### src/rtl/dfa_token_scanner_defines.svh
// ---------------------------------------------------------------------------
// dfa_token_scanner_defines: assertion macros
// Shared property forms for the token scanner checks.
// ---------------------------------------------------------------------------
`ifndef DFA_TOKEN_SCANNER_DEFINES_SVH
`define DFA_TOKEN_SCANNER_DEFINES_SVH

// same-cycle implication, disabled in reset
`define DTS_ASSERT_NOW(label, ante, cons, msg) \
	label: assert property (@(posedge clk) disable iff (!arst_n) (ante) |-> (cons)) \
		else $error(msg);

// next-cycle implication, disabled in reset
`define DTS_ASSERT_NEXT(label, ante, cons, msg) \
	label: assert property (@(posedge clk) disable iff (!arst_n) (ante) |=> (cons)) \
		else $error(msg);

`endif

### src/rtl/dts_pkg.sv
// ---------------------------------------------------------------------------
// dts_pkg: token scanner package
// Widths, automaton state codes, result codes and shared record types.
// ---------------------------------------------------------------------------
package dts_pkg;

	// sizes
	localparam int KW_MAX_LEN = 6;
	localparam int POS_BITS   = 16;
	localparam int LEN_BITS   = $clog2(KW_MAX_LEN + 2);

	// automaton state codes
	typedef logic [3:0] scan_state_t;
	localparam scan_state_t ST_START    = 4'd0;
	localparam scan_state_t ST_WORD     = 4'd1;
	localparam scan_state_t ST_ZERO     = 4'd2;
	localparam scan_state_t ST_HEX      = 4'd3;
	localparam scan_state_t ST_DEC      = 4'd4;
	localparam scan_state_t ST_LT       = 4'd5;
	localparam scan_state_t ST_GT       = 4'd6;
	localparam scan_state_t ST_EQ       = 4'd7;
	localparam scan_state_t ST_AMP      = 4'd8;
	localparam scan_state_t ST_BAR      = 4'd9;
	localparam scan_state_t ST_OCT      = 4'd10;
	localparam scan_state_t ST_SLASH    = 4'd11;
	localparam scan_state_t ST_CMT      = 4'd12;
	localparam scan_state_t ST_CMT_STAR = 4'd13;

	// result status codes
	localparam logic [1:0] STAT_TOKEN = 2'd0;
	localparam logic [1:0] STAT_BAD   = 2'd1;
	localparam logic [1:0] STAT_FATAL = 2'd2;

	// input kind codes
	localparam logic KIND_CHAR = 1'b0;
	localparam logic KIND_END  = 1'b1;

	typedef logic [KW_MAX_LEN-1:0][7:0] word_buf_t;

	// scanner control state
	typedef struct packed {
		scan_state_t         state;
		logic [POS_BITS-1:0] row;
		logic [POS_BITS-1:0] col;
		logic [LEN_BITS-1:0] wlen;
		logic                halted;
	} scan_ctx_t;

	// one result item
	typedef struct packed {
		logic [1:0]          status;
		logic [4:0]          code;
		logic [POS_BITS-1:0] line;
		logic [POS_BITS-1:0] col;
		logic [7:0]          bad;
		logic                last;
	} result_t;

	// everything one step produces
	typedef struct packed {
		scan_ctx_t           ctx;
		logic                wr_en;
		logic [LEN_BITS-1:0] wr_idx;
		logic [7:0]          wr_data;
		logic [1:0]          count;
		result_t             res0;
		result_t             res1;
	} step_out_t;

endpackage

### src/rtl/dts_step.sv
// ---------------------------------------------------------------------------
// dts_step: one scanner transition
// Combinational next state, word buffer write and up to two results for one
// character or end-of-input item.
// ---------------------------------------------------------------------------
module dts_step (
	input  dts_pkg::scan_ctx_t ctx,
	input  dts_pkg::word_buf_t wbuf,
	input  logic               kind,
	input  logic [7:0]         char_code,
	output dts_pkg::step_out_t step
);

	// character constants
	localparam logic [7:0] CH_LF     = 8'h0A;
	localparam logic [7:0] CH_CR     = 8'h0D;
	localparam logic [7:0] CH_TAB    = 8'h09;
	localparam logic [7:0] CH_SPACE  = 8'h20;
	localparam logic [7:0] CH_LBRACK = 8'h5B;
	localparam logic [7:0] CH_RBRACK = 8'h5D;
	localparam logic [7:0] CH_LPAREN = 8'h28;
	localparam logic [7:0] CH_RPAREN = 8'h29;
	localparam logic [7:0] CH_SEMI   = 8'h3B;
	localparam logic [7:0] CH_BANG   = 8'h21;
	localparam logic [7:0] CH_COMMA  = 8'h2C;
	localparam logic [7:0] CH_PLUS   = 8'h2B;
	localparam logic [7:0] CH_MINUS  = 8'h2D;
	localparam logic [7:0] CH_LBRACE = 8'h7B;
	localparam logic [7:0] CH_RBRACE = 8'h7D;
	localparam logic [7:0] CH_ZERO   = 8'h30;
	localparam logic [7:0] CH_ONE    = 8'h31;
	localparam logic [7:0] CH_SEVEN  = 8'h37;
	localparam logic [7:0] CH_NINE   = 8'h39;
	localparam logic [7:0] CH_LT     = 8'h3C;
	localparam logic [7:0] CH_GT     = 8'h3E;
	localparam logic [7:0] CH_EQ     = 8'h3D;
	localparam logic [7:0] CH_AMP    = 8'h26;
	localparam logic [7:0] CH_BAR    = 8'h7C;
	localparam logic [7:0] CH_SLASH  = 8'h2F;
	localparam logic [7:0] CH_STAR   = 8'h2A;
	localparam logic [7:0] CH_LX     = 8'h78;
	localparam logic [7:0] CH_UX     = 8'h58;

	// token codes
	localparam logic [4:0] TK_IDENT  = 5'd1;
	localparam logic [4:0] TK_NUMBER = 5'd2;
	localparam logic [4:0] TK_PLUS   = 5'd3;
	localparam logic [4:0] TK_MINUS  = 5'd4;
	localparam logic [4:0] TK_ASSIGN = 5'd5;
	localparam logic [4:0] TK_EQ     = 5'd6;
	localparam logic [4:0] TK_GT     = 5'd7;
	localparam logic [4:0] TK_LT     = 5'd8;
	localparam logic [4:0] TK_NE     = 5'd9;
	localparam logic [4:0] TK_GE     = 5'd10;
	localparam logic [4:0] TK_LE     = 5'd11;
	localparam logic [4:0] TK_LPAREN = 5'd12;
	localparam logic [4:0] TK_RPAREN = 5'd13;
	localparam logic [4:0] TK_SEMI   = 5'd14;
	localparam logic [4:0] TK_AND    = 5'd15;
	localparam logic [4:0] TK_OR     = 5'd16;
	localparam logic [4:0] TK_NOT    = 5'd17;
	localparam logic [4:0] TK_LBRACK = 5'd18;
	localparam logic [4:0] TK_RBRACK = 5'd19;
	localparam logic [4:0] TK_IF     = 5'd20;
	localparam logic [4:0] TK_ELSE   = 5'd21;
	localparam logic [4:0] TK_INT    = 5'd22;
	localparam logic [4:0] TK_CHAR   = 5'd23;
	localparam logic [4:0] TK_BOOL   = 5'd24;
	localparam logic [4:0] TK_WHILE  = 5'd25;
	localparam logic [4:0] TK_GET    = 5'd26;
	localparam logic [4:0] TK_PUT    = 5'd27;
	localparam logic [4:0] TK_STRUCT = 5'd28;
	localparam logic [4:0] TK_COMMA  = 5'd29;
	localparam logic [4:0] TK_LBRACE = 5'd30;
	localparam logic [4:0] TK_RBRACE = 5'd31;
	localparam logic [4:0] TK_NONE   = 5'd0;

	localparam logic [dts_pkg::LEN_BITS-1:0] LEN_MAX  = dts_pkg::LEN_BITS'(dts_pkg::KW_MAX_LEN);
	localparam logic [dts_pkg::LEN_BITS-1:0] LEN_LONG =
		dts_pkg::LEN_BITS'(dts_pkg::KW_MAX_LEN + 1);

	// outcome of scanning a character from the start state
	typedef struct packed {
		logic                  emit;
		logic [1:0]            status;
		logic [4:0]            code;
		dts_pkg::scan_state_t  state;
		logic                  word_start;
	} start_t;

	function automatic logic is_letter(input logic [7:0] c);
		return (c >= 8'h61 && c <= 8'h7A) || (c >= 8'h41 && c <= 8'h5A);
	endfunction

	function automatic logic is_digit(input logic [7:0] c);
		return c >= CH_ZERO && c <= CH_NINE;
	endfunction

	function automatic logic is_oct(input logic [7:0] c);
		return c >= CH_ONE && c <= CH_SEVEN;
	endfunction

	function automatic logic is_hex(input logic [7:0] c);
		return is_digit(c) || (c >= 8'h61 && c <= 8'h66) || (c >= 8'h41 && c <= 8'h46);
	endfunction

	function automatic logic [dts_pkg::POS_BITS-1:0] sat_add(
		input logic [dts_pkg::POS_BITS-1:0] v,
		input logic [2:0]                   d
	);
		logic [dts_pkg::POS_BITS:0] s;
		s = {1'b0, v} + (dts_pkg::POS_BITS + 1)'(d);
		return s[dts_pkg::POS_BITS] ? '1 : s[dts_pkg::POS_BITS-1:0];
	endfunction

	// keyword lookup, only for words of at most the keyword length
	function automatic logic [4:0] kw_code(
		input dts_pkg::word_buf_t           b,
		input logic [dts_pkg::LEN_BITS-1:0] len
	);
		logic [4:0] r;
		r = TK_IDENT;
		unique case (len)
			dts_pkg::LEN_BITS'(2): begin
				if ({b[0], b[1]} == "if") r = TK_IF;
			end
			dts_pkg::LEN_BITS'(3): begin
				if ({b[0], b[1], b[2]} == "int") r = TK_INT;
				else if ({b[0], b[1], b[2]} == "get") r = TK_GET;
				else if ({b[0], b[1], b[2]} == "put") r = TK_PUT;
			end
			dts_pkg::LEN_BITS'(4): begin
				if ({b[0], b[1], b[2], b[3]} == "else") r = TK_ELSE;
				else if ({b[0], b[1], b[2], b[3]} == "char") r = TK_CHAR;
				else if ({b[0], b[1], b[2], b[3]} == "bool") r = TK_BOOL;
			end
			dts_pkg::LEN_BITS'(5): begin
				if ({b[0], b[1], b[2], b[3], b[4]} == "while") r = TK_WHILE;
			end
			dts_pkg::LEN_BITS'(6): begin
				if ({b[0], b[1], b[2], b[3], b[4], b[5]} == "struct") r = TK_STRUCT;
			end
			default: r = TK_IDENT;
		endcase
		return r;
	endfunction

	// start-state decode
	function automatic start_t start_byte(input logic [7:0] c);
		start_t s;
		s = '{emit: 1'b1, status: dts_pkg::STAT_TOKEN, code: TK_NONE,
			state: dts_pkg::ST_START, word_start: 1'b0};
		unique case (c)
			CH_LBRACK: s.code = TK_LBRACK;
			CH_RBRACK: s.code = TK_RBRACK;
			CH_LPAREN: s.code = TK_LPAREN;
			CH_RPAREN: s.code = TK_RPAREN;
			CH_SEMI:   s.code = TK_SEMI;
			CH_BANG:   s.code = TK_NOT;
			CH_COMMA:  s.code = TK_COMMA;
			CH_PLUS:   s.code = TK_PLUS;
			CH_MINUS:  s.code = TK_MINUS;
			CH_LBRACE: s.code = TK_LBRACE;
			CH_RBRACE: s.code = TK_RBRACE;
			CH_ZERO:   begin s.emit = 1'b0; s.state = dts_pkg::ST_ZERO;  end
			CH_LT:     begin s.emit = 1'b0; s.state = dts_pkg::ST_LT;    end
			CH_GT:     begin s.emit = 1'b0; s.state = dts_pkg::ST_GT;    end
			CH_EQ:     begin s.emit = 1'b0; s.state = dts_pkg::ST_EQ;    end
			CH_AMP:    begin s.emit = 1'b0; s.state = dts_pkg::ST_AMP;   end
			CH_BAR:    begin s.emit = 1'b0; s.state = dts_pkg::ST_BAR;   end
			CH_SLASH:  begin s.emit = 1'b0; s.state = dts_pkg::ST_SLASH; end
			CH_SPACE:  s.emit = 1'b0;
			default: begin
				priority if (is_letter(c)) begin
					s.emit = 1'b0;
					s.state = dts_pkg::ST_WORD;
					s.word_start = 1'b1;
				end else if (is_digit(c)) begin
					// zero is decoded above, so this is 1..9
					s.emit = 1'b0;
					s.state = dts_pkg::ST_DEC;
				end else begin
					s.status = dts_pkg::STAT_BAD;
				end
			end
		endcase
		return s;
	endfunction

	start_t                       sb;
	dts_pkg::scan_ctx_t           nxt;
	logic                         e0, e1, use_start;
	logic [1:0]                   st0, st1;
	logic [4:0]                   code0, code1;
	logic [7:0]                   bad0, bad1;
	logic                         wr_en;
	logic [dts_pkg::LEN_BITS-1:0] wr_idx;

	assign sb = start_byte(char_code);

	// transition
	always_comb begin
		nxt       = ctx;
		e0        = 1'b0;
		e1        = 1'b0;
		use_start = 1'b0;
		st0       = dts_pkg::STAT_TOKEN;
		st1       = dts_pkg::STAT_TOKEN;
		code0     = TK_NONE;
		code1     = TK_NONE;
		bad0      = 8'h00;
		bad1      = 8'h00;
		wr_en     = 1'b0;
		wr_idx    = ctx.wlen;

		if (ctx.halted) begin
			nxt = ctx;
		end else if (kind == dts_pkg::KIND_END) begin
			// flush a pending word, number or operator; a lone slash or open comment yields nothing
			nxt.col   = sat_add(ctx.col, 3'd1);
			nxt.state = dts_pkg::ST_START;
			unique case (ctx.state)
				dts_pkg::ST_WORD: begin
					e0 = 1'b1;
					code0 = (ctx.wlen > LEN_MAX) ? TK_IDENT : kw_code(wbuf, ctx.wlen);
				end
				dts_pkg::ST_ZERO, dts_pkg::ST_HEX, dts_pkg::ST_DEC, dts_pkg::ST_OCT: begin
					e0 = 1'b1; code0 = TK_NUMBER;
				end
				dts_pkg::ST_LT: begin e0 = 1'b1; code0 = TK_LT; end
				dts_pkg::ST_GT: begin e0 = 1'b1; code0 = TK_GT; end
				dts_pkg::ST_EQ: begin e0 = 1'b1; code0 = TK_ASSIGN; end
				dts_pkg::ST_AMP, dts_pkg::ST_BAR: begin
					e0 = 1'b1; st0 = dts_pkg::STAT_FATAL; nxt.halted = 1'b1;
				end
				default: e0 = 1'b0;
			endcase
		end else if (char_code == CH_LF || char_code == CH_CR) begin
			nxt.row = sat_add(ctx.row, 3'd1);
			nxt.col = '0;
		end else if (char_code == CH_TAB) begin
			nxt.col = sat_add(ctx.col, 3'd4);
		end else begin
			nxt.col = sat_add(ctx.col, 3'd1);
			unique case (ctx.state)
				dts_pkg::ST_WORD: begin
					if (is_letter(char_code) || is_digit(char_code)) begin
						if (ctx.wlen < LEN_MAX) begin
							wr_en = 1'b1;
							nxt.wlen = ctx.wlen + dts_pkg::LEN_BITS'(1);
						end else begin
							nxt.wlen = LEN_LONG;
						end
					end else begin
						e0 = 1'b1;
						code0 = (ctx.wlen > LEN_MAX) ? TK_IDENT : kw_code(wbuf, ctx.wlen);
						use_start = 1'b1;
					end
				end
				dts_pkg::ST_ZERO: begin
					priority if (char_code == CH_LX || char_code == CH_UX)
						nxt.state = dts_pkg::ST_HEX;
					else if (is_oct(char_code))
						nxt.state = dts_pkg::ST_OCT;
					else begin
						e0 = 1'b1; code0 = TK_NUMBER; use_start = 1'b1;
					end
				end
				dts_pkg::ST_HEX: begin
					if (!is_hex(char_code)) begin
						e0 = 1'b1; code0 = TK_NUMBER; use_start = 1'b1;
					end
				end
				dts_pkg::ST_DEC: begin
					if (!is_digit(char_code)) begin
						e0 = 1'b1; code0 = TK_NUMBER; use_start = 1'b1;
					end
				end
				dts_pkg::ST_OCT: begin
					if (!is_oct(char_code)) begin
						e0 = 1'b1; code0 = TK_NUMBER; use_start = 1'b1;
					end
				end
				dts_pkg::ST_LT: begin
					e0 = 1'b1;
					nxt.state = dts_pkg::ST_START;
					priority if (char_code == CH_GT) code0 = TK_NE;
					else if (char_code == CH_EQ) code0 = TK_LE;
					else begin code0 = TK_LT; use_start = 1'b1; end
				end
				dts_pkg::ST_GT: begin
					e0 = 1'b1;
					nxt.state = dts_pkg::ST_START;
					if (char_code == CH_EQ) code0 = TK_GE;
					else begin code0 = TK_GT; use_start = 1'b1; end
				end
				dts_pkg::ST_EQ: begin
					e0 = 1'b1;
					nxt.state = dts_pkg::ST_START;
					if (char_code == CH_EQ) code0 = TK_EQ;
					else begin code0 = TK_ASSIGN; use_start = 1'b1; end
				end
				dts_pkg::ST_AMP: begin
					e0 = 1'b1;
					nxt.state = dts_pkg::ST_START;
					if (char_code == CH_AMP) code0 = TK_AND;
					else begin st0 = dts_pkg::STAT_FATAL; nxt.halted = 1'b1; end
				end
				dts_pkg::ST_BAR: begin
					e0 = 1'b1;
					nxt.state = dts_pkg::ST_START;
					if (char_code == CH_BAR) code0 = TK_OR;
					else begin st0 = dts_pkg::STAT_FATAL; nxt.halted = 1'b1; end
				end
				dts_pkg::ST_SLASH: begin
					if (char_code == CH_STAR) nxt.state = dts_pkg::ST_CMT;
					else begin
						e0 = 1'b1; st0 = dts_pkg::STAT_BAD; bad0 = char_code;
						use_start = 1'b1;
					end
				end
				dts_pkg::ST_CMT: begin
					if (char_code == CH_STAR) nxt.state = dts_pkg::ST_CMT_STAR;
				end
				dts_pkg::ST_CMT_STAR: begin
					priority if (char_code == CH_SLASH) nxt.state = dts_pkg::ST_START;
					else if (char_code != CH_STAR) nxt.state = dts_pkg::ST_CMT;
				end
				default: use_start = 1'b1;
			endcase

			// rescan from the start state
			if (use_start) begin
				nxt.state = sb.state;
				if (sb.word_start) begin
					wr_en = 1'b1;
					wr_idx = '0;
					nxt.wlen = dts_pkg::LEN_BITS'(1);
				end
				if (sb.emit) begin
					if (e0) begin
						e1 = 1'b1; st1 = sb.status; code1 = sb.code;
						bad1 = (sb.status == dts_pkg::STAT_BAD) ? char_code : 8'h00;
					end else begin
						e0 = 1'b1; st0 = sb.status; code0 = sb.code;
						bad0 = (sb.status == dts_pkg::STAT_BAD) ? char_code : 8'h00;
					end
				end
			end
		end
	end

	// pack the step record
	always_comb begin
		step.ctx     = nxt;
		step.wr_en   = wr_en;
		step.wr_idx  = wr_idx;
		step.wr_data = char_code;
		step.count   = {e1, e0 & ~e1};
		step.res0    = '{status: st0, code: code0, line: nxt.row, col: nxt.col,
			bad: bad0, last: ~e1};
		step.res1    = '{status: st1, code: code1, line: nxt.row, col: nxt.col,
			bad: bad1, last: 1'b1};
	end

endmodule

### src/rtl/dfa_token_scanner.sv
// ---------------------------------------------------------------------------
// dfa_token_scanner: streaming lexical scanner
// Input channel s_axis carries one source byte per item (tuser = 0) or the
// end-of-input mark (tuser = 1). Output channel m_axis carries result items:
// tuser is the status (token, skipped symbol, fatal), tdata the token code,
// row, column and offending byte; tlast marks the final result of an item.
// An input item yields zero, one or two results. An accepted item passes the
// input register and the result buffer before its first result is on m_axis.
// Throughput is one item per cycle while items yield at most one result each
// and the receiver takes them; items with two results can stall the input, as
// the single-result output port drains the two-entry result buffer.
// Reset (arst_n low) returns the automaton to its start state, row 1,
// column 0, clears the fatal halt and empties both stages. A stalled
// receiver fills the result buffer, then the input register, then drops
// s_axis_tready; nothing is lost. After a fatal result every item is taken
// and produces nothing until reset.
// ---------------------------------------------------------------------------
`include "dfa_token_scanner_defines.svh"

module dfa_token_scanner (
	input  logic        clk,
	input  logic        arst_n,
	input  logic        s_axis_tvalid,
	output logic        s_axis_tready,
	input  logic [7:0]  s_axis_tdata,   // [7:0] char_code
	input  logic [0:0]  s_axis_tuser,   // [0] kind
	output logic        m_axis_tvalid,
	input  logic        m_axis_tready,
	output logic [47:0] m_axis_tdata,   // [4:0] token_code, [20:5] line_number,
	                                    // [36:21] column_number, [44:37] bad_char
	output logic [1:0]  m_axis_tuser,   // [1:0] status
	output logic        m_axis_tlast
);

	localparam dts_pkg::scan_ctx_t CTX_RESET = '{
		state: dts_pkg::ST_START,
		row: dts_pkg::POS_BITS'(1),
		col: '0,
		wlen: '0,
		halted: 1'b0
	};

	// input register
	logic       valid_s1;
	logic       kind_s1;
	logic [7:0] char_s1;

	// scanner state
	dts_pkg::scan_ctx_t ctx_q;
	dts_pkg::word_buf_t wbuf_q;

	// result buffer
	dts_pkg::result_t res_q [2];
	logic [1:0]       res_cnt_q;
	dts_pkg::result_t res_d [2];
	logic [1:0]       res_cnt_d;

	dts_pkg::step_out_t step;
	logic               pop, fire;
	logic [1:0]         remain;

	dts_step u_step (
		.ctx       (ctx_q),
		.wbuf      (wbuf_q),
		.kind      (kind_s1),
		.char_code (char_s1),
		.step      (step)
	);

	// handshake
	assign pop    = m_axis_tvalid & m_axis_tready;
	assign remain = res_cnt_q - {1'b0, pop};
	assign fire   = valid_s1 & (({1'b0, remain} + {1'b0, step.count}) <= 3'd2);
	assign s_axis_tready = ~valid_s1 | fire;

	// input register
	always_ff @(posedge clk or negedge arst_n) begin
		if (!arst_n) begin
			valid_s1 <= 1'b0;
		end else if (s_axis_tready) begin
			valid_s1 <= s_axis_tvalid;
		end
	end

	always_ff @(posedge clk) begin
		if (s_axis_tvalid && s_axis_tready) begin
			kind_s1 <= s_axis_tuser[0];
			char_s1 <= s_axis_tdata;
		end
	end

	// scanner state update
	always_ff @(posedge clk or negedge arst_n) begin
		if (!arst_n) begin
			ctx_q <= CTX_RESET;
		end else if (fire) begin
			ctx_q <= step.ctx;
		end
	end

	// word buffer, undefined until written
	always_ff @(posedge clk) begin
		if (fire && step.wr_en) begin
			wbuf_q[step.wr_idx] <= step.wr_data;
		end
	end

	// result buffer next value: shift out on pop, append new results
	always_comb begin
		res_d[0] = pop ? res_q[1] : res_q[0];
		res_d[1] = res_q[1];
		if (fire) begin
			unique case (remain)
				2'd0: begin
					res_d[0] = step.res0;
					res_d[1] = step.res1;
				end
				2'd1: res_d[1] = step.res0;
				default: res_d[1] = res_q[1];
			endcase
		end
		res_cnt_d = remain + (fire ? step.count : 2'd0);
	end

	always_ff @(posedge clk or negedge arst_n) begin
		if (!arst_n) begin
			res_cnt_q <= 2'd0;
		end else begin
			res_cnt_q <= res_cnt_d;
		end
	end

	always_ff @(posedge clk) begin
		res_q[0] <= res_d[0];
		res_q[1] <= res_d[1];
	end

	// output port
	assign m_axis_tvalid = (res_cnt_q != 2'd0);
	assign m_axis_tdata  = {3'b000, res_q[0].bad, res_q[0].col, res_q[0].line, res_q[0].code};
	assign m_axis_tuser  = res_q[0].status;
	assign m_axis_tlast  = res_q[0].last;

	// checks
	`DTS_ASSERT_NOW(a_res_cnt_range, 1'b1, res_cnt_q != 2'd3, "result buffer overfilled")
	`DTS_ASSERT_NEXT(a_halt_sticky, ctx_q.halted, ctx_q.halted, "halt cleared without reset")
	`DTS_ASSERT_NOW(a_halt_silent, fire && ctx_q.halted, step.count == 2'd0,
		"result produced while halted")
	`DTS_ASSERT_NOW(a_pair_last, fire && step.count == 2'd2, !step.res0.last && step.res1.last,
		"wrong last marking on a result pair")

endmodule
### config.mk
export PLATFORM = sky130hd
export DESIGN_NAME = dfa_token_scanner
export DESIGN_NICKNAME = d
export VERILOG_FILES = /design/src/rtl/dts_pkg.sv /design/src/rtl/dts_step.sv /design/src/rtl/dfa_token_scanner.sv
export VERILOG_INCLUDE_DIRS = /design/src /design/src/rtl
export SDC_FILE = /design/constraint.sdc
export NUM_CORES = 1
export LEC_CHECK = 0
export BUFFER_PORTS_ARGS = -buffer_cell sky130_fd_sc_hd__clkbuf_2
export CAP_MARGIN = 25
export CELL_PAD_IN_SITES_DETAIL_PLACEMENT = 1
export CELL_PAD_IN_SITES_GLOBAL_PLACEMENT = 1
export CORE_UTILIZATION = 44
export DETAILED_ROUTE_END_ITERATION = 7
export GPL_ROUTABILITY_DRIVEN = 0
export PLACE_DENSITY_LB_ADDON = 0.3
export SYNTH_ARGS = -nofsm -noshare
export SYNTH_HDL_FRONTEND = slang
export SYNTH_HIERARCHICAL = 1
export SYNTH_SLANG_ARGS = --single-unit
### constraint.sdc
create_clock -name clk -period 6.4 [get_ports clk]
set_clock_uncertainty 0.1 [all_clocks]
set_input_delay 1.28 -clock clk [delete_from_list [all_inputs] [get_ports clk]]
set_output_delay 1.28 -clock clk [all_outputs]
set_load 0.01 [all_outputs]
==> Yosys cells after proc, flatten, opt, wreduce, memory -nomap -nowiden <==
Memory sizes are Yosys's and may differ from the RTL's.
Cells that the tools add are included.
W data, S select, Z words.
{ "op_classes": {"addsub": 7, "order_cmp": 15, "eq_ne": 61, "mux": 173, "bitwise": 10, "n_reduce_logical": 30} }
{ "ops": {"columns": ["operator", "n"], "rows": [
  ["$mux W8", 18],
  ["$mux W5", 28],
  ["$mux W16", 8],
  ["$eq A8 B6 Y1 const B", 15],
  ["$eq A32 B31 Y1 const B", 3],
  ["$mux W48", 2],
  ["$mux W96", 1],
  ["$pmux W48 S2", 1],
  ["$eq A24 B23 Y1 const B", 3],
  ["$mux W4", 15],
  ["$eq A8 B7 Y1 const B", 7],
  ["$pmux W5 S11", 1],
  ["$mux W2", 25],
  ["$pmux W5 S10", 1],
  ["$pmux W5 S5", 2],
  ["$bwmux W48", 1],
  ["$eq A48 B47 Y1 const B", 1],
  ["$mux W1", 48],
  ["$eq A40 B39 Y1 const B", 1],
  ["$mux W3", 13],
  ["$mux W36", 1],
  ["$add A16 B1 Y17 const B", 2],
  ["$le A8 B7 Y1 const B", 4],
  ["$pmux W4 S8", 1],
  ["50 further kinds", 94]
]} }
{ "totals": {"ff_bits": 100, "mem_bits_rw": 96, "in_bits": 13, "out_inout_bits": 53, "n_memories": 1} }
{ "mem_list": {"columns": ["name", "depth", "word_bits", "rd", "rd_ports_with_merged_regs", "write_ports", "line", "source"], "rows": [
  ["res_q", 2, 48, 2, 0, 2, "dfa_token_scanner.sv:53", "dts_pkg::result_t res_q [2];"]
]} }

==> Depth between registers and ports, before layout <==
Gate-level depths: netlist of the first run.
{ "depth": {"word_depth": 24, "depth_mapped": 18} }

==> Cells and area by module <==
The synthesis of the first run kept the hierarchy.
{ "modules_own_cells": {"columns": ["module", "n_inst", "cells_per_inst", "area_each_um2", "seq_area_each_um2"], "rows": [
  ["dfa_token_scanner", 1, 572, 8005.2, 5191.2],
  ["dts_step", 1, 703, 4381.7, 0.0]
]} }

==> Worst setup path before layout of the first run <==
No wires, ideal clock.
{ "synth_timing": {"path_kind": "flip-flop to flip-flop", "start": "register char_s1[4] (netlist name)", "end": "memory res_q[0][48] (netlist name) (enable)", "setup_ns": 0.469, "arrival_time_ns": 5.786, "t_required_ns": 5.831, "slack_ns": 0.045, "path_stages_with_launch": 15, "synth_period_minus_slack_ns": 6.355, "path_cell_list": "edfxtp_1 or4b_1 buf_2 nor4b_4 o32a_2 o311ai_1 and4_1 o32a_1 a311oi_2 ha_1 inv_1 fa_1 o211ai_1 clkbuf_1 a21oi_1"} }
{ "synth_rtl": {"columns": ["item", "line"], "rows": [
  ["end, declared", "dfa_token_scanner.sv:53"]
]} }

==> impl_metrics.yaml, run 1 <==
outcome:
  run_status: "finished, final reports clean"
run:
  drv_cap: 0
critical_path:
  critical_path.slowest_cell: "edfxtp_1"
  critical_path_arrival_ps: 4500
  crit_required_ps: 5020
  cp_cell_sequence: "inv_1 -> o21ai_1 -> a211oi_2 -> nor4_2 -> o21ai_0 -> a311oi_2 -> ha_1 -> inv_1 -> fa_1 -> o21ai_0 -> nand2_1 -> clkbuf_2"
  critical-path-max-stage-delay_ps: 800
  crit_path_start_kind: "flip-flop"
  critical_path_peak_fanout: 22
  crit_type: "flip-flop to primary output"
  worstPathBufferInverterCount: 3
  setup.worst_path.end_class: "primary output"
  crit_family: "compound AO/OA/AOI/OAI gates"
sta:
  timing.final.crit_period_ps: 5880
  slew_viol_final: 0
  timing.setup.tns_ps: 0
  setup_viol_count_final: 0
  fin_worst_hold_slack_ps: 388
  final.period_utilization: 0.918
  hold_viol_final: 0
  max-slew-margin-rel: 0.301
  achievable-frequency_mhz: 170
  worstMarginPinSlew_ps: 1030
  rsz0062_at_grt: "false"
floorplanning:
  initial_utilization: 0.447
  core_region_area_um2: 27700
  die_area_um2: 28800
  num_rows: 61
  fp.dieH_um: 170
  die_width_um: 170
  i_o_pins: 66
logic_synthesis:
  netlist-cell-type-count: 96
  top_flip_flop_cell_by_instance_count_after_synthesis: "edfxtp_1"
  sequential_fraction_of_the_synthesis_area: 0.419
  synthSimpleGateAreaFrac: 0.200
  multiplexer_share_of_the_synthesized_area: 0.133
  ys_ff_latch: 196
  yosys_warnings: 6
  synth_edf_count: 105
  synth_area_in_compound_gates: 0.105
  synthXorXnorAreaFrac: 0.0177
  netlist_area_um2: 12400
  synthesized_instance_count: 1275
  combinational_family_with_the_most_area_after_synthesis: "simple AND/OR/NAND/NOR gates"
  async_flop_share: 0.219
  postSynthAreaPerCell_um2: 9.72
  area_share_of_fa_ha_maj_cells_after_synthesis: 0.0125
drt:
  postRouteWirelength_mm: 31.5
  drt_iter0_drc: 645
  drc: 0
  routed_antenna_nets: 0
  via_per_inst: 5.65
  average_routed_wire_per_standard_cell_um: 19.9
  vias: 8920
  length_of_the_first_detailed_routing_pass_in_iterations: 5
clocking:
  cts_hold_buf: 0
  cts_max_path_buffers: 2
  cts_root_buf: "clkbuf_16"
  clkTransAtPathRegs_ps: 70
  numCtsBuffers: 17
  insertion_delay_ps: 450
  postCtsResizedCells: 0
  cts.repair_timing.setup_buffer_count: 0
  h-tree-depth: 4
  clkSinkCount: 196
  cts_tree: "done"
power_and_ir_drop:
  pwr_density_cell_nw_per_um2: 396
  highest_ir_drop_seen_on_vdd_mv: 0.179
  p_leak_nw: 5.07
cells_and_area:
  design.final.nets: 1213
  antenna_cells: 0
  number_of_filler_instances_in_the_final_layout: 3147
  fraction_of_final_layout_cells_with_drive_strength_greater_than_1: 0.235
  commonest_non_fill_non_tap_cell_in_the_layout: "nand2_1"
  final_cell_mix: "183 x nand2_1, 124 x mux2_2, 105 x edfxtp_1"
  multi_input_comb_area_um2: 5840
  area.sequential_um2: 5190
  area_delta_synth_final_pct: 2.34
global_routing:
  all_layer_global_routing_usage: 0.225
  initial_antenna_violation_count: 1
  largest_net_degree_at_the_start_of_global_routing: 49
  wire_length_of_the_first_global_routing_pass_mm: 50.1
  first_global_vias: 9096
  grt_overflow: 0
place:
  buffer_ports.inserted: 62
  post-dp-hpwl_mm: 22.0
worst_hold_path:
  worstHoldPathType: "flip-flop to flip-flop"
==> cell type report <==
type,instances,share of cell area
tap,378,0.0373
sequential,196,0.409
timing repair buffer,89,0.0403
inverter,27,0.00799
clock inverter,14,0.00908
clock buffer,18,0.0355
multi-input combinational,858,0.460
==> registers in the layout, summed over array words and instances (netlist names) <==
name       cells
res_cnt_q      2
wbuf_q        48
char_s1        8
ctx_q         40
valid_s1       1
res_q         96
kind_s1        1
==> logic make-up (layout without fill, tap and decap cells) <==
logic type / count (synthesis) / count (layout)
AO/OA/AOI/OAI: 196 / 196
XOR/XNOR: 25 / 25
adder cells (fa/ha/maj): 12 / 12
buffers and inverters: 223 / 148
flip-flops: 196 / 196
multiplexers: 146 / 146
other: 3 / 5
AND/OR/NAND/NOR: 474 / 474
==> through the flow <==
stage	power, W	util	cell area [µm²]	instances	setup WS (ps)
after floorplan	0.00372	-	12400	1277	44.5
after CTS	0.00508	0.457	12700	1579	540
after global routing	0.00533	0.458	12700	1580	188
after global placement	0.00394	0.437	12100	1547	1130
final	0.00502	0.458	12700	1580	523
after detailed placement	0.00402	0.437	12100	1547	1070
==> synthesized netlist by cell type (6+ instances only) <==
cell type | count | area (µm²)
dfxtp_1 | 48 | 961
a21oi_1 | 75 | 375
nor2b_1 | 9 | 56.3
mux2_1 | 21 | 236
nor4_1 | 6 | 37.5
xnor2_1 | 11 | 96.3
buf_2 | 21 | 105
buf_4 | 129 | 968
nand3b_1 | 6 | 45.0
xor2_1 | 14 | 123
a31oi_1 | 7 | 43.8
buf_6 | 6 | 67.6
mux2_2 | 124 | 1400
nor4bb_1 | 9 | 90.1
nor3_1 | 26 | 130
clkbuf_1 | 37 | 139
dfrtp_1 | 42 | 1050
nand2b_1 | 13 | 81.3
o21ai_0 | 34 | 170
o211ai_1 | 6 | 45.0
edfxtp_1 | 105 | 3150
and3_1 | 9 | 56.3
nand2_1 | 184 | 691
nor2_1 | 62 | 233
or2_2 | 6 | 37.5
nand3_1 | 39 | 195
o22ai_1 | 7 | 43.8
inv_1 | 26 | 97.6
and2_1 | 28 | 175
ha_1 | 10 | 125
nand4_1 | 28 | 175
==> per-layer routing <==
metal	share of wire	routed length (µm)	vias to the layer above	GRT usage
li1	-	-	4283	-
met1	0.46	14500	4406	0.298
met2	0.48	15100	198	0.372
met3	0.046	1440	31	0.0438
met4	0.012	386	2	0.0611
met5	0.00038	12	-	0
==> final timing paths <==
check                           start       endpoint  slack, ps  depth (start not counted)
setup / recovery           char_s1[2]  s_axis_tready        520                         12
max in group asynchronous      arst_n       ctx_q[2]       4940                          2
min in group asynchronous      arst_n      ctx_q[28]        830                          2
hold reg to reg             ctx_q[20]      ctx_q[20]        390                          2
setup reg to reg           char_s1[2]   res_q[0][10]       1080                         13
hold / removal              ctx_q[20]      ctx_q[20]        390                          2
==> tightest hold or removal path, stage by stage (launching register included) <==
cell and delay (ps):
dfstp_2 390, nand2_1 60, nand2_1 50
==> report_power, final <==
| group | leakage [nW] | switching (W) | internal [W] |
|---|---|---|---|
| Sequential | 1.98 | 0.000271 | 0.00176 |
| Combinational | 2.81 | 0.00112 | 0.000822 |
| Clock | 0.280 | 0.000516 | 0.000532 |
Power figures use the tool's default switching activity.
==> inputs of run 2 (changes only) <==
--- a/config.mk
+++ b/config.mk
@@ -14,6 +14,7 @@
 export DETAILED_ROUTE_END_ITERATION = 7
 export GPL_ROUTABILITY_DRIVEN = 0
 export PLACE_DENSITY_LB_ADDON = 0.3
+export RECOVER_POWER = 50
 export SYNTH_ARGS = -nofsm -noshare
 export SYNTH_HDL_FRONTEND = slang
 export SYNTH_HIERARCHICAL = 1
==> impl_metrics.yaml, run 2 (synthesis results as in run 1) <==
run:
  drv_cap: 1
sta:
  worstMarginPinSlew_ps: 2620
  max-slew-margin-rel: -0.750
  slew_viol_final: 44
  timing.setup.tns_ps: 0
  hold_viol_final: 0
  timing.final.crit_period_ps: 5930
  final.period_utilization: 0.926
  achievable-frequency_mhz: 169
  rsz0062_at_grt: "false"
  setup_viol_count_final: 0
clocking:
  h-tree-depth: 4
  cts_root_buf: "clkbuf_16"
  numCtsBuffers: 17
  clkTransAtPathRegs_ps: 70
  cts_hold_buf: 0
  cts_tree: "done"
  cts.repair_timing.setup_buffer_count: 0
  clkSinkCount: 196
  cts_max_path_buffers: 2
  postCtsResizedCells: 0
  insertion_delay_ps: 450
drt:
  routed_antenna_nets: 0
  vias: 8932
  drc: 0
  drt_iter0_drc: 544
  via_per_inst: 5.65
  average_routed_wire_per_standard_cell_um: 19.9
  postRouteWirelength_mm: 31.5
  length_of_the_first_detailed_routing_pass_in_iterations: 5
global_routing:
  grt_overflow: 0
  largest_net_degree_at_the_start_of_global_routing: 49
  first_global_vias: 9096
  wire_length_of_the_first_global_routing_pass_mm: 50.1
  all_layer_global_routing_usage: 0.225
  initial_antenna_violation_count: 1
place:
  post-dp-hpwl_mm: 22.0
  buffer_ports.inserted: 62
worst_hold_path:
  worstHoldPathType: "flip-flop to flip-flop"
cells_and_area:
  fraction_of_final_layout_cells_with_drive_strength_greater_than_1: 0.186
  antenna_cells: 0
  top_regs: "res_q x96, wbuf_q x48, ctx_q x40"
  final_cell_mix: "183 x nand2_1, 124 x mux2_2, 105 x edfxtp_1"
  commonest_non_fill_non_tap_cell_in_the_layout: "nand2_1"
  max_flop_register: "res_q"
  largest_reg_flops: 96
  area_delta_synth_final_pct: 1.48
  design.final.nets: 1213
  number_of_filler_instances_in_the_final_layout: 3172
critical_path:
  critical_path_arrival_ps: 4550
  crit_required_ps: 5020
  setup.worst_path.end_class: "primary output"
  crit_path_start_kind: "flip-flop"
  critical_path_peak_fanout: 14
  crit_type: "flip-flop to primary output"
floorplanning:
  num_rows: 61
  core_region_area_um2: 27700
  die_area_um2: 28800
  initial_utilization: 0.447
  i_o_pins: 66
  die_width_um: 170
  fp.dieH_um: 170
outcome:
  run_status: "finished with violations"
  violations: "max-capacitance violations, max-slew violations"
power_and_ir_drop:
  highest_ir_drop_seen_on_vdd_mv: 0.180
  fin_total_pwr_w: 0.00498
  pwr_density_cell_nw_per_um2: 397
  p_leak_nw: 4.87
==> run 2: cell count changes in the layout (fill, tap and decap cells not counted), sizes merged <==
cell    change
clkbuf      +6
buf         -6
==> run 2: final cells by class <==
type	instances	area [µm²]	area share
Clock buffer	18	450	0.0358
Clock inverter	14	115	0.00916
Inverter	27	101	0.00806
Multi-Input combinational cell	858	5810	0.462
Sequential cell	196	5190	0.413
Tap cell	378	473	0.0376
Timing Repair Buffer	89	425	0.0338
==> run 2: per-layer routing <==
| metal | GRT usage | wire [µm] | vias to the layer above |
|---|---|---|---|
| met5 | 0 | 12 | - |
| met4 | 0.0611 | 341 | 2 |
| li1 | - | - | 4292 |
| met2 | 0.372 | 15100 | 193 |
| met1 | 0.298 | 14700 | 4416 |
| met3 | 0.0438 | 1380 | 29 |
==> run 2: stage by stage <==
stage | instance area (µm²) | hold slack, ps | setup slack [ps] | instances | util
final | 12600 | 388 | 471 | 1580 | 0.454
after detailed placement | 12100 | 379 | 1070 | 1547 | 0.437
after CTS | 12700 | 390 | 540 | 1579 | 0.457
after global routing | 12600 | 411 | 116 | 1580 | 0.454
after global placement | 12100 | 370 | 1130 | 1547 | 0.437
after floorplan | 12400 | 340 | 44.5 | 1277 | -
==> run 2: final timing paths <==
kind / slack [ps] / depth (start not counted) / from / to
max in group asynchronous: 3060 / 2 / arst_n / valid_s1
worst min-delay path: 390 / 2 / ctx_q[20] / ctx_q[20]
worst min register to register: 390 / 2 / ctx_q[20] / ctx_q[20]
worst max-delay path: 470 / 14 / char_s1[1] / s_axis_tready
worst max register to register: 1020 / 15 / char_s1[1] / res_q[0][10]
min in group asynchronous: 1650 / 2 / arst_n / ctx_q[28]
==> run 2: critical path: stages, from the launching register on <==
cell and delay [ps]:
edfxtp_1 560, clkbuf_1 520, clkbuf_1 590, nand4_1 200, o41ai_1 200, nor2_1 180
and4_1 250, o32a_1 160, a311oi_2 290, ha_1 200, inv_1 50, fa_1 480
o21ai_0 180, nand2_1 100, clkbuf_2 140
==> run 2: power breakdown <==
group          leakage [nW]  internal (W)  switching (W)  total, W
Clock                 0.280      0.000532       0.000518   0.00105
Combinational          2.61      0.000788        0.00112   0.00191
Sequential             1.98       0.00176       0.000270   0.00203
==> inputs of run 3 (changes only) <==
--- a/config.mk
+++ b/config.mk
@@ -14,7 +14,7 @@
 export DETAILED_ROUTE_END_ITERATION = 7
 export GPL_ROUTABILITY_DRIVEN = 0
 export PLACE_DENSITY_LB_ADDON = 0.3
-export RECOVER_POWER = 50
+export RECOVER_POWER = 25
 export SYNTH_ARGS = -nofsm -noshare
 export SYNTH_HDL_FRONTEND = slang
 export SYNTH_HIERARCHICAL = 1
==> impl_metrics.yaml, run 3 (synthesis results as in run 1) <==
cells_and_area:
  design.final.nets: 1213
  largest_reg_flops: 96
  area_delta_synth_final_pct: 2.22
  top_regs: "res_q x96, wbuf_q x48, ctx_q x40"
  final_cell_mix: "183 x nand2_1, 124 x mux2_2, 105 x edfxtp_1"
  max_flop_register: "res_q"
  antenna_cells: 0
  commonest_non_fill_non_tap_cell_in_the_layout: "nand2_1"
  finish.utilization: 0.457
  fraction_of_final_layout_cells_with_drive_strength_greater_than_1: 0.231
floorplanning:
  i_o_pins: 66
  initial_utilization: 0.447
  core_region_area_um2: 27700
  num_rows: 61
  fp.dieH_um: 170
  die_width_um: 170
  die_area_um2: 28800
critical_path:
  cp-endpoint: "s_axis_tready"
  critical_path.slowest_cell: "edfxtp_1"
  worstPathBufferInverterCount: 4
  r2r_start: "char_s1[1]"
  reg2reg_depth: 13
  setup.worst_path.end_class: "primary output"
  critical_path_cell_count: 12
  cp_cell_sequence: "clkbuf_1 -> nor2b_1 -> o211ai_2 -> nand2_1 -> nor3_1 -> nand3_1 -> inv_1 -> inv_1 -> fa_1 -> o21ai_0 -> nand2_1 -> clkbuf_2"
  crit_type: "flip-flop to primary output"
  crit_family: "simple AND/OR/NAND/NOR gates"
  crit_required_ps: 5020
  critical-path-max-stage-delay_ps: 570
  critical_path_peak_fanout: 14
  r2r-end: "res_q[0][10]"
  crit_path_start_kind: "flip-flop"
  regToRegSetupSlack_ps: 980
  crit_path_start: "char_s1[1]"
  critical_path_arrival_ps: 4590
clocking:
  cts_max_path_buffers: 2
  h-tree-depth: 4
  postCtsResizedCells: 0
  insertion_delay_ps: 440
  clkSinkCount: 196
  cts.repair_timing.setup_buffer_count: 0
  cts_hold_buf: 0
  clkTransAtPathRegs_ps: 70
  cts_root_buf: "clkbuf_16"
  cts_tree: "done"
  numCtsBuffers: 17
power_and_ir_drop:
  p_leak_nw: 5.06
  highest_ir_drop_seen_on_vdd_mv: 0.178
  pwr_density_cell_nw_per_um2: 396
place:
  post-dp-hpwl_mm: 22.0
  buffer_ports.inserted: 62
outcome:
  violations: "max-capacitance violations, max-slew violations"
  run_status: "finished with violations"
sta:
  hold_viol_final: 0
  worstMarginPinSlew_ps: 2610
  rsz0062_at_grt: "false"
  timing.setup.tns_ps: 0
  timing.final.crit_period_ps: 5970
  final.period_utilization: 0.933
  setup_viol_count_final: 0
  achievable-frequency_mhz: 167
  max-slew-margin-rel: -0.737
  slew_viol_final: 44
global_routing:
  largest_net_degree_at_the_start_of_global_routing: 49
  wire_length_of_the_first_global_routing_pass_mm: 50.1
  initial_antenna_violation_count: 1
  all_layer_global_routing_usage: 0.225
  first_global_vias: 9096
  grt_overflow: 0
drt:
  drt_iter0_drc: 592
  routed_antenna_nets: 0
  postRouteWirelength_mm: 31.5
  length_of_the_first_detailed_routing_pass_in_iterations: 5
  vias: 8923
  drc: 0
  average_routed_wire_per_standard_cell_um: 19.9
  via_per_inst: 5.65
worst_hold_path:
  min_delay_path_depth: 2
  worstHoldPathType: "flip-flop to flip-flop"
run:
  drv_cap: 1
[run 3: cell types whose count changed in the layout (fill, tap and decap cells not counted), moves of 2 or more]
cell	before	now
clkbuf_1	56	4
clkbuf_2	13	63
and2_0	4	0
and2_1	24	28
buf_4	20	22
[run 3: report_power, final]
part / internal (W) / switching (W)
Clock: 0.000532 / 0.000517
Combinational: 0.000819 / 0.00112
Sequential: 0.00176 / 0.000270
Total: 0.00311 / 0.00191
[run 3: metal layers]
layer / vias to the layer above / share of wire / GRT usage
li1: 4286 / - / -
met3: 25 / 0.043 / 0.0438
met1: 4416 / 0.46 / 0.298
met4: 2 / 0.0096 / 0.0611
met2: 194 / 0.48 / 0.372
met5: - / 0.00038 / 0
[run 3: how the worst min path moves through the flow]
stage	startpoint	endpoint	slack, ps
2_1_floorplan	ctx_q[36]	ctx_q[36]	340
3_3_place_gp	ctx_q[20]	ctx_q[20]	370
3_5_place_dp	ctx_q[20]	ctx_q[20]	380
4_1_cts	ctx_q[20]	ctx_q[20]	390
5_1_grt	ctx_q[20]	ctx_q[20]	410
6_report	ctx_q[20]	ctx_q[20]	390
[run 3: cell type report]
| cell class | count | area (µm²) |
|---|---|---|
| fill | 3149 | 15000 |
| multi-input combinational | 858 | 5840 |
| sequential | 196 | 5190 |
| timing repair buffer | 89 | 495 |
| tap | 378 | 473 |
| clock buffer | 18 | 450 |
| clock inverter | 14 | 115 |
| inverter | 27 | 101 |
[run 3: metrics by stage]
step / cells / hold WS [ps] / cell area (µm²) / setup WS, ps / power, W
global route: 1580 / 411 / 12700 / 116 / 0.00533
CTS: 1579 / 390 / 12700 / 540 / 0.00508
floorplan: 1277 / 340 / 12400 / 44.5 / 0.00372
global placement: 1547 / 370 / 12100 / 1130 / 0.00394
detailed placement: 1547 / 379 / 12100 / 1070 / 0.00402
finish: 1580 / 388 / 12700 / 426 / 0.00502
[run 3: worst register-to-register path: cells and delay by family, from the launching register on]
family / cells / cell delay [ps]
buffers and inverters: 4 / 1260
AOI/OAI and AO/OA: 2 / 770
and+or+nand+nor: 5 / 1640
DFF: 1 / 570
adders and majority gates: 1 / 520
muxes: 1 / 440
